**src/wmf_divider.sv**
```systemverilog
// Restoring unsigned divider, one quotient bit per cycle.
// No dependencies.
module wmf_divider #(
    parameter int NUM_W = 15,
    parameter int DEN_W = 7
) (
    input  logic             aclk,
    input  logic             aresetn,
    input  logic             start,
    input  logic [NUM_W-1:0] num,
    input  logic [DEN_W-1:0] den,
    output logic             done,
    output logic [NUM_W-1:0] quo
);

    localparam int CW = $clog2(NUM_W + 1);

    logic [NUM_W-1:0] quo_reg, quo_next;
    logic [DEN_W-1:0] rem_reg, rem_next;
    logic [DEN_W-1:0] den_reg, den_next;
    logic [CW-1:0]    cnt_reg, cnt_next;
    logic             busy_reg, busy_next;
    logic             done_reg, done_next;
    logic [DEN_W:0]   trial;
    logic             qbit;

    always_comb begin
        trial     = {rem_reg, quo_reg[NUM_W-1]};
        qbit      = (trial >= {1'b0, den_reg});
        quo_next  = quo_reg;
        rem_next  = rem_reg;
        den_next  = den_reg;
        cnt_next  = cnt_reg;
        busy_next = busy_reg;
        done_next = done_reg;
        if (start) begin
            quo_next  = num;
            rem_next  = '0;
            den_next  = den;
            cnt_next  = CW'(NUM_W);
            busy_next = 1'b1;
            done_next = 1'b0;
        end else if (busy_reg) begin
            // shift in the next dividend bit and try a subtract
            rem_next = qbit ? DEN_W'(trial - {1'b0, den_reg}) : DEN_W'(trial);
            quo_next = {quo_reg[NUM_W-2:0], qbit};
            cnt_next = cnt_reg - 1'b1;
            if (cnt_reg == CW'(1)) begin
                busy_next = 1'b0;
                done_next = 1'b1;
            end
        end
    end

    always_ff @(posedge aclk) begin
        if (!aresetn) begin
            busy_reg <= 1'b0;
            done_reg <= 1'b0;
            cnt_reg  <= '0;
        end else begin
            busy_reg <= busy_next;
            done_reg <= done_next;
            cnt_reg  <= cnt_next;
        end
    end

    always_ff @(posedge aclk) begin
        quo_reg <= quo_next;
        rem_reg <= rem_next;
        den_reg <= den_next;
    end

    assign done = done_reg;
    assign quo  = quo_reg;

endmodule

```
**config.mk**
```make
export PLATFORM = sky130hd
export DESIGN_NAME = wmf_divider
export DESIGN_NICKNAME = d
export VERILOG_FILES = /design/src/wmf_divider.sv
export SDC_FILE = /design/constraint.sdc
export NUM_CORES = 1
export LEC_CHECK = 0
export BUFFER_PORTS_ARGS = -buffer_cell sky130_fd_sc_hd__buf_2
export CORE_MARGIN = 5
export CORE_UTILIZATION = 45
export CTS_CLUSTER_SIZE = 30
export DETAILED_ROUTE_END_ITERATION = 6
export GPL_TIMING_DRIVEN = 1
export PLACE_DENSITY = 0.7
export SYNTH_ARGS = -nofsm -noshare
export SYNTH_HDL_FRONTEND = slang
export SYNTH_SLANG_ARGS = --single-unit
```
**constraint.sdc**
```tcl
create_clock -name aclk -period 2.25 [get_ports aclk]
set_input_delay 0.3375 -clock aclk [delete_from_list [all_inputs] [get_ports aclk]]
set_output_delay 0.3375 -clock aclk [all_outputs]
set_load 0.02 [all_outputs]
```
==> results.ini <==
[outcome]
outcome=completed

[clocking]
cts_tree=built
htreeDepth=2
clock-sinks=35
ctsResizeCount=0
cts.clk_slew.worst_paths_ns=0.07
numCtsBuffers=5
insertion_delay_ns=0.29
post-cts-setup-buffers=0
hold_buffers=0
clock_path_buffers=2
cts-root-buf=clkbuf_8

[logic_synthesis]
syn-cell-area_sq_um=1932
synth_mux_area_share_pct=8.679
synth-async-reset-ratio_pct=0
netlist_instances=171
yosysTopAreaCell=edfxtp_1
ys_ff_latch=35
syn_nets=206
yosysWarnings=0
synth.yosys.seq_area_share_pct=47.67
netlist.area_leader.share_pct=34.20
synth-simple-area-share_pct=12.76
synthAdderAreaFrac_pct=6.865
synth_common_cells=edfxtp_1, inv_1, mux2_2
avgSynthCellArea_sq_um=11.30
synth-compound-area-share_pct=15.80
yosys.cell_count.top_type=edfxtp_1
synthFlopType=edfxtp_1
synth_area_leaders=edfxtp_1, dfxtp_1, mux2_2, ha_1, inv_1
synth_top_family_by_area=compound AO/OA/AOI/OAI gates
synth.distinct_cells=46
synth_xor_area_share_pct=2.720
synth_edf_count=22

[floorplan]
fp.dieH_um=75.52
rows=23
die-area_sq_um=5703
die_w_um=75.52
core_sq_um=4086
io_pins=41
start_util_pct=47.27

[sta]
max_slew_margin_pct=57.65
slew_viol_final=0
final_hold_viol_count=0
setup-violations-final=0
holdWs_ns=0.2206
layout_min_cycle_time_ns=2.104
fmax_ghz=0.4754
fin_crit_sh_pct=93.50
finClkSkew_ns=0.002418
fin_setup_tns_ns=0
worst_pin_slew_ns=0.6352

[setup_path]
crit_buf_inv=1
crit_chain=inv_2 -> ha_1 -> fa_2 -> nand2b_4 -> a211o_1 -> and3_2 -> a311oi_2
cp_slowest_cell=edfxtp_1
required_ns=2.45
worst_setup_path_end_kind=flop
crit_type=reg -> reg
regToRegSetupSlack_ns=0.15
slowest_delay_ns=0.36
crit_path_start_kind=flop
cp_max_fo=6
cp.arrival_ns=2.31
crit_family=adder cells

[placement]
gp_congestion=0.7546
hpwl_um=2851
io_buffers=40

[cells_and_area]
multi_input_area_sq_um=915.9
layout.area.seq_sq_um=920.9
diodes=0
postLayoutCoreUtil_pct=56.52
n_fill_cell=361
layout-drive-gt1-share_pct=38.14
largest_reg_flops=15
synthToLayoutAreaGrowth_pct=19.56
finish.net_count=249

[routing]
dr.first_iter.drc_count=76
vias=1404
wire_per_inst_um=14.16
ant_nets=0
drc=0
wl_um=3753
vias_per_cell=5.298
dr.pass1.iters=4

[pwr]
p_per_area_nw_per_um2=727.9
p_leak_nw=0.9717
power_w=0.001681
ir_worst_vdd_mv=0.5138

[flow_run]
drv_cap=0

[global_routing]
overflow=0
grt_pass1_vias=1385
antenna_found_initial=0
grtUsageTotal_pct=14.29
grt_pass1_wl_um=6141
grt_start_max_net_pins=33

[hold_path]
hp-class=in -> reg

stage by stage:
stage	instances	instance area, sq um	setup WS (ns)
final	265	2310	0.1463
after detailed placement	257	2196	0.1444
after CTS	265	2308	0.1109
after global routing	265	2310	-0.0003217
after global placement	257	2196	0.1694
after floorplan	171	1942	0.009140
layer usage:
metal	GRT usage [%]	part of all wire (%)	vias to the layer above
met5	0	0	-
met4	4.078	1.0	0
met3	4.354	2.4	4
met2	25.31	55	11
met1	16.64	41	677
li1	-	-	712
final timing paths:
| check | start | to | cells past startpoint |
|---|---|---|---|
| max | quo[14] | rem_reg[0] | 7 |
| min | den[6] | den_reg[6] | 1 |
| max reg2reg | quo[14] | rem_reg[0] | 7 |
| min reg2reg | rem_reg[1] | rem_reg[2] | 2 |
cell families after synthesis:
family,Yosys count
and+or+nand+nor,44
AOI/OAI and AO/OA,37
DFF,35
buffers and inverters,24
muxes,15
adders and majority gates,10
xor gates and xnor gates,6
final cells by class:
class	count	area share, %
Clock buffer	5	2.979
Clock inverter	3	1.896
Inverter	14	2.275
Multi-Input combinational cell	112	39.65
Sequential cell	35	39.87
Tap cell	50	2.709
Timing Repair Buffer	46	10.62
layout by cell type, fill, tap and decap left out, types with 4 or more instances in the layout:
master    Yosys  layout
nor3b_1       7       7
edfxtp_1     22      22
mux2_2       14      14
buf_4         0       6
o21a_1        5       5
nand2_1       8       8
nor2_1        9       9
inv_1        14      13
xnor2_1       4       4
a41oi_1       4       4
clkbuf_8      0       5
buf_2         0      40
o21ai_0       4       4
ha_1          9       9
dfxtp_1      13      13
power breakdown:
part	total [W]	switching, W	leakage, nW	internal (W)
Combinational	0.000339	0.000187	0.587	0.000152
Clock	0.000564	0.000235	0.0581	0.000330
Sequential	0.000778	0.0000316	0.327	0.000746
Total	0.00168	0.000453	0.972	0.00123
worst reg2reg max path, delay by kind of cell (launching register included):
family / cells / cell delay, ns
adders and majority gates: 2 / 0.58
and+or+nand+nor: 2 / 0.46
DFF: 1 / 0.36
buffers and inverters: 1 / 0.05
AOI/OAI and AO/OA: 2 / 0.57
No activity file was read; power rests on OpenSTA's default activity.
