## src/wmf_pkg.sv

```systemverilog
// Package for the window mean/median filter: pixel types, register
// indexes, command codes, cell control struct and sequencer states.
// No dependencies.
package wmf_pkg;

    localparam int CH_N      = 3;   // red, green, blue
    localparam int CH_W      = 8;
    localparam int PIX_W     = CH_N * CH_W;
    localparam int CFG_DIM_W = 11;  // width of the config write data
    localparam int SIDE_W    = 4;   // window side register width
    localparam int CFG_IDX_W = 2;

    // Register indexes
    localparam logic [CFG_IDX_W-1:0] REG_WIDTH  = 2'd0;
    localparam logic [CFG_IDX_W-1:0] REG_HEIGHT = 2'd1;
    localparam logic [CFG_IDX_W-1:0] REG_WINDOW = 2'd2;
    localparam logic [CFG_IDX_W-1:0] REG_MEDIAN = 2'd3;

    // Reset values of the registers
    localparam logic [CFG_DIM_W-1:0] RST_WIDTH  = 11'd640;
    localparam logic [CFG_DIM_W-1:0] RST_HEIGHT = 11'd480;
    localparam logic [SIDE_W-1:0]    RST_WINDOW = 4'd3;

    // Request kinds carried on s_tuser
    localparam logic CMD_PIXEL = 1'b0;
    localparam logic CMD_DRAIN = 1'b1;

    // One pixel, channel 0 (red) in the lowest byte
    typedef logic [CH_N-1:0][CH_W-1:0] pix_t;

    // Broadcast control to the sorting cells
    typedef struct packed {
        logic clear;  // empty all cells
        logic shift;  // move held values one cell toward cell 0
    } cell_ctrl_t;

    typedef enum logic [2:0] {
        ST_IDLE,
        ST_CHECK,
        ST_SETUP,
        ST_GATHER,
        ST_SETTLE,
        ST_EXTRACT,
        ST_FINISH
    } wmf_state_t;

endpackage

```

## src/wmf_cell.sv

```systemverilog
// One cell of the systolic insertion sorter: keeps the smallest value seen
// per channel and hands the larger one to its right neighbor.
// Depends on wmf_pkg.
module wmf_cell (
    input  logic               aclk,
    input  logic               aresetn,
    input  wmf_pkg::cell_ctrl_t ctrl,
    input  logic               in_valid,
    input  wmf_pkg::pix_t      in_pix,
    input  wmf_pkg::pix_t      right_pix,
    output logic               out_valid,
    output wmf_pkg::pix_t      out_pix,
    output wmf_pkg::pix_t      held_pix
);
    import wmf_pkg::*;

    logic full_reg, full_next;
    logic valid_reg, valid_next;
    pix_t held_reg, held_next;
    pix_t pass_reg, pass_next;

    // Insert, shift or clear
    always_comb begin
        full_next  = full_reg;
        valid_next = 1'b0;
        held_next  = held_reg;
        pass_next  = pass_reg;
        if (ctrl.clear) begin
            full_next = 1'b0;
        end else if (ctrl.shift) begin
            held_next = right_pix;
        end else if (in_valid) begin
            if (!full_reg) begin
                held_next = in_pix;
                full_next = 1'b1;
            end else begin
                valid_next = 1'b1;
                for (int c = 0; c < CH_N; c++) begin
                    if (in_pix[c] < held_reg[c]) begin
                        held_next[c] = in_pix[c];
                        pass_next[c] = held_reg[c];
                    end else begin
                        pass_next[c] = in_pix[c];
                    end
                end
            end
        end
    end

    always_ff @(posedge aclk) begin
        if (!aresetn) begin
            full_reg  <= 1'b0;
            valid_reg <= 1'b0;
        end else begin
            full_reg  <= full_next;
            valid_reg <= valid_next;
        end
    end

    always_ff @(posedge aclk) begin
        held_reg <= held_next;
        pass_reg <= pass_next;
    end

    assign out_valid = valid_reg;
    assign out_pix   = pass_reg;
    assign held_pix  = held_reg;

endmodule

```

## config.mk

```make
export PLATFORM = sky130hd
export DESIGN_NAME = wmf_cell
export DESIGN_NICKNAME = d
export VERILOG_FILES = /design/src/wmf_pkg.sv /design/src/wmf_cell.sv
export SDC_FILE = /design/constraint.sdc
export NUM_CORES = 1
export LEC_CHECK = 0
export BUFFER_PORTS_ARGS = -buffer_cell sky130_fd_sc_hd__buf_2
export CAP_MARGIN = 20
export CORE_UTILIZATION = 53
export CTS_CLUSTER_DIAMETER = 60
export DETAILED_ROUTE_END_ITERATION = 7
export PLACE_DENSITY = 0.83
export SLEW_MARGIN = 5
export SYNTH_ARGS = -nofsm -noshare
export SYNTH_HDL_FRONTEND = slang
export SYNTH_SLANG_ARGS = --single-unit
export TNS_END_PERCENT = 20
```

## constraint.sdc

```tcl
create_clock -name aclk -period 8.85 [get_ports aclk]
set_clock_uncertainty 0.15 [all_clocks]
set_input_delay 1.77 -clock aclk [delete_from_list [all_inputs] [get_ports aclk]]
set_output_delay 1.77 -clock aclk [all_outputs]
set_load 0.02 [all_outputs]
```

==> impl_metrics.tcl <==
set metrics [dict create \
    status "finished, final reports clean" \
    netlist_area_um2 2760 \
    yosys.area.top_type "edfxtp_1" \
    synth_edf_count 48 \
    setup_violations 0 \
    row_count 25 \
    wl_per_cell_um 14.4 \
    end_kind "flop" \
    cts-resized-gates 0 \
    fin_crit_ns 3.86 \
    fin_setup_tns_ns 0 \
    hold_viol_final 0 \
    worstSetupPathType "input port to flop" \
    via_count 1951 \
    synth_cells 198 \
    yosysWarnings 0 \
    post_cts_buffers 0 \
    critPathArrivalTime_ns 3.63 \
    root_buffer "clkbuf_8" \
    vias_per_cell 5.22 \
    rsz0062_at_grt "no" \
    diodes 0 \
    grt_usage 0.215 \
    cts_buffers 5 \
    p_per_area_nw_per_um2 158 \
    nNetsFinal 380 \
    grt_pass1_vias 1979 \
    antenna_found_initial 0 \
    ctsHtreeMaxLevel 2 \
    ant_nets 0 \
    die_h_um 74.1 \
    syn_nets 272 \
    seq_area_frac_synth 0.538 \
    die-area_um2 5490 \
    port_buffers 101 \
    crit_path_max_fanout 8 \
    min_from "full_reg" \
    fillers 363 \
    clk_pin_slew_ns 0.09 \
    grt_pass1_wl_um 8830 \
    clock.fmax_mhz 259 \
    cp_data_required_time_ns 8.62 \
    initial_utilization 0.568 \
    clock_latency_ns 0.29 \
    timing.rr.start "held_pix[14]" \
    die_x_um 74.1 \
    io_pins 102 \
    relSlewSlack 0.341 \
    grt_overflow 0 \
    crit_start "in_pix[14]" \
    hold_class "flop to flop" \
    coreArea_um2 4850 \
    first_iter_violations 53 \
    multi_input_area_um2 1200 \
    synth.area.top_cells "edfxtp_1, mux2_2, ha_1" \
    ys_top_cells_by_count "edfxtp_1, mux2_2, inv_1" \
    synthFlopType "edfxtp_1" \
    drc 0 \
    max_cap_violations 0 \
    synth-seq-cells 50 \
    ys_types 29 \
    seqCellArea_um2 1480 \
    clkSinkCount 50 \
    grt_max_degree 27 \
    cts_tree "done" \
    fin_crit_sh 0.436 \
    syn2layout_area_growth_pct 26.1 \
    power_leakage_nw 1.55 \
    postCtsHoldBufs 0 \
    yosysTopAreaCellShare 0.523 \
    cp-start-kind "input port" \
    hpwl_um 4220 \
    place.gp.congestion 0.788 \
    synthArstFlopShare 0 \
    worst_pin_slew_ns 0.978 \
    synth_area_per_cell_um2 13.9 \
    ir_drop_mv 0.0985 \
    finalMaxSlewViolations 0 \
    routed_wl_um 5400 \
    power_mw 0.550 \
    cts_buffer_depth 2 \
    drt_pass1_iterations 4 \
    drive_gt1_frac 0.547 \
]
path summary, 6_finish.rpt:
path                            slack [ns]  cells past startpoint      endpoint
worst max-delay path                  4.99                      6  held_pix[14]
worst min-delay path                  0.39                      2      full_reg
worst max register to register        6.17                      6  held_pix[14]
worst min register to register        0.39                      2      full_reg
routing by layer:
layer | track usage | part of all wire
met2 | 0.377 | 0.53
met5 | 0 | 0
met1 | 0.264 | 0.41
met4 | 0.0641 | 0.0046
met3 | 0.0528 | 0.050
logic make-up after synthesis:
group | synth area share
flip-flops | 0.538
buffers and inverters | 0.0381
multiplexers | 0.196
adder cells (fa/ha/maj) | 0.0954
AND/OR/NAND/NOR | 0.0572
AO/OA/AOI/OAI | 0.0754
area by class of cell:
| cell class | count | share of cell area |
|---|---|---|
| multi-input combinational | 120 | 0.345 |
| timing repair buffer | 104 | 0.151 |
| tap | 67 | 0.0241 |
| clock inverter | 1 | 0.00144 |
| sequential | 50 | 0.427 |
| inverter | 25 | 0.0270 |
| clock buffer | 7 | 0.0249 |
through the flow:
| step | cells | hold WS (ns) | cell area [um2] | setup WS (ns) | utilization |
|---|---|---|---|---|---|
| after floorplan | 198 | 0.341 | 2760 | 3.59 | - |
| after global placement | 365 | 0.374 | 3380 | 4.63 | 0.697 |
| after detailed placement | 365 | 0.377 | 3380 | 4.60 | 0.697 |
| after CTS | 373 | 0.394 | 3470 | 4.92 | 0.715 |
| after global routing | 374 | 0.429 | 3470 | 4.86 | 0.716 |
| final | 374 | 0.386 | 3470 | 4.99 | 0.716 |
worst max-delay path, stage by stage:
cell	delay, ns
buf_2	0.11
ha_1	0.32
and4_1	0.24
or2_2	0.28
o211a_1	0.13
o41ai_2	0.77
power breakdown:
| group | switching [mW] | leakage [nW] | internal (mW) | total, mW |
|---|---|---|---|---|
| Sequential | 0.00747 | 0.466 | 0.279 | 0.286 |
| Combinational | 0.0687 | 1.04 | 0.0629 | 0.132 |
| Clock | 0.0695 | 0.0482 | 0.0632 | 0.133 |
cell usage in the layout, fill, tap and decap left out:
cell | Yosys | final
nor3_1 | 4 | 4
nor2b_1 | 2 | 2
a311oi_2 | 2 | 2
and2_1 | 1 | 1
ha_1 | 21 | 21
a21o_1 | 1 | 1
clkbuf_2 | 0 | 1
clkbuf_8 | 0 | 6
nor2_1 | 1 | 1
edfxtp_1 | 48 | 48
mux2_2 | 48 | 48
a21boi_0 | 3 | 3
a2111o_1 | 1 | 1
nand3_1 | 3 | 3
clkbuf_1 | 2 | 1
o41ai_2 | 0 | 3
o21a_1 | 2 | 2
nor4_1 | 2 | 2
or2_2 | 2 | 2
nand2b_1 | 4 | 4
and4_1 | 3 | 3
inv_1 | 25 | 25
nor4b_2 | 0 | 1
o21ai_0 | 6 | 6
clkinv_2 | 0 | 1
buf_2 | 0 | 101
o211a_1 | 2 | 2
dfxtp_1 | 2 | 2
or4_1 | 1 | 1
nor3b_1 | 1 | 1
a21oi_1 | 5 | 5
a211oi_4 | 1 | 1
buf_4 | 0 | 2
Power figures use the tool's default switching activity.
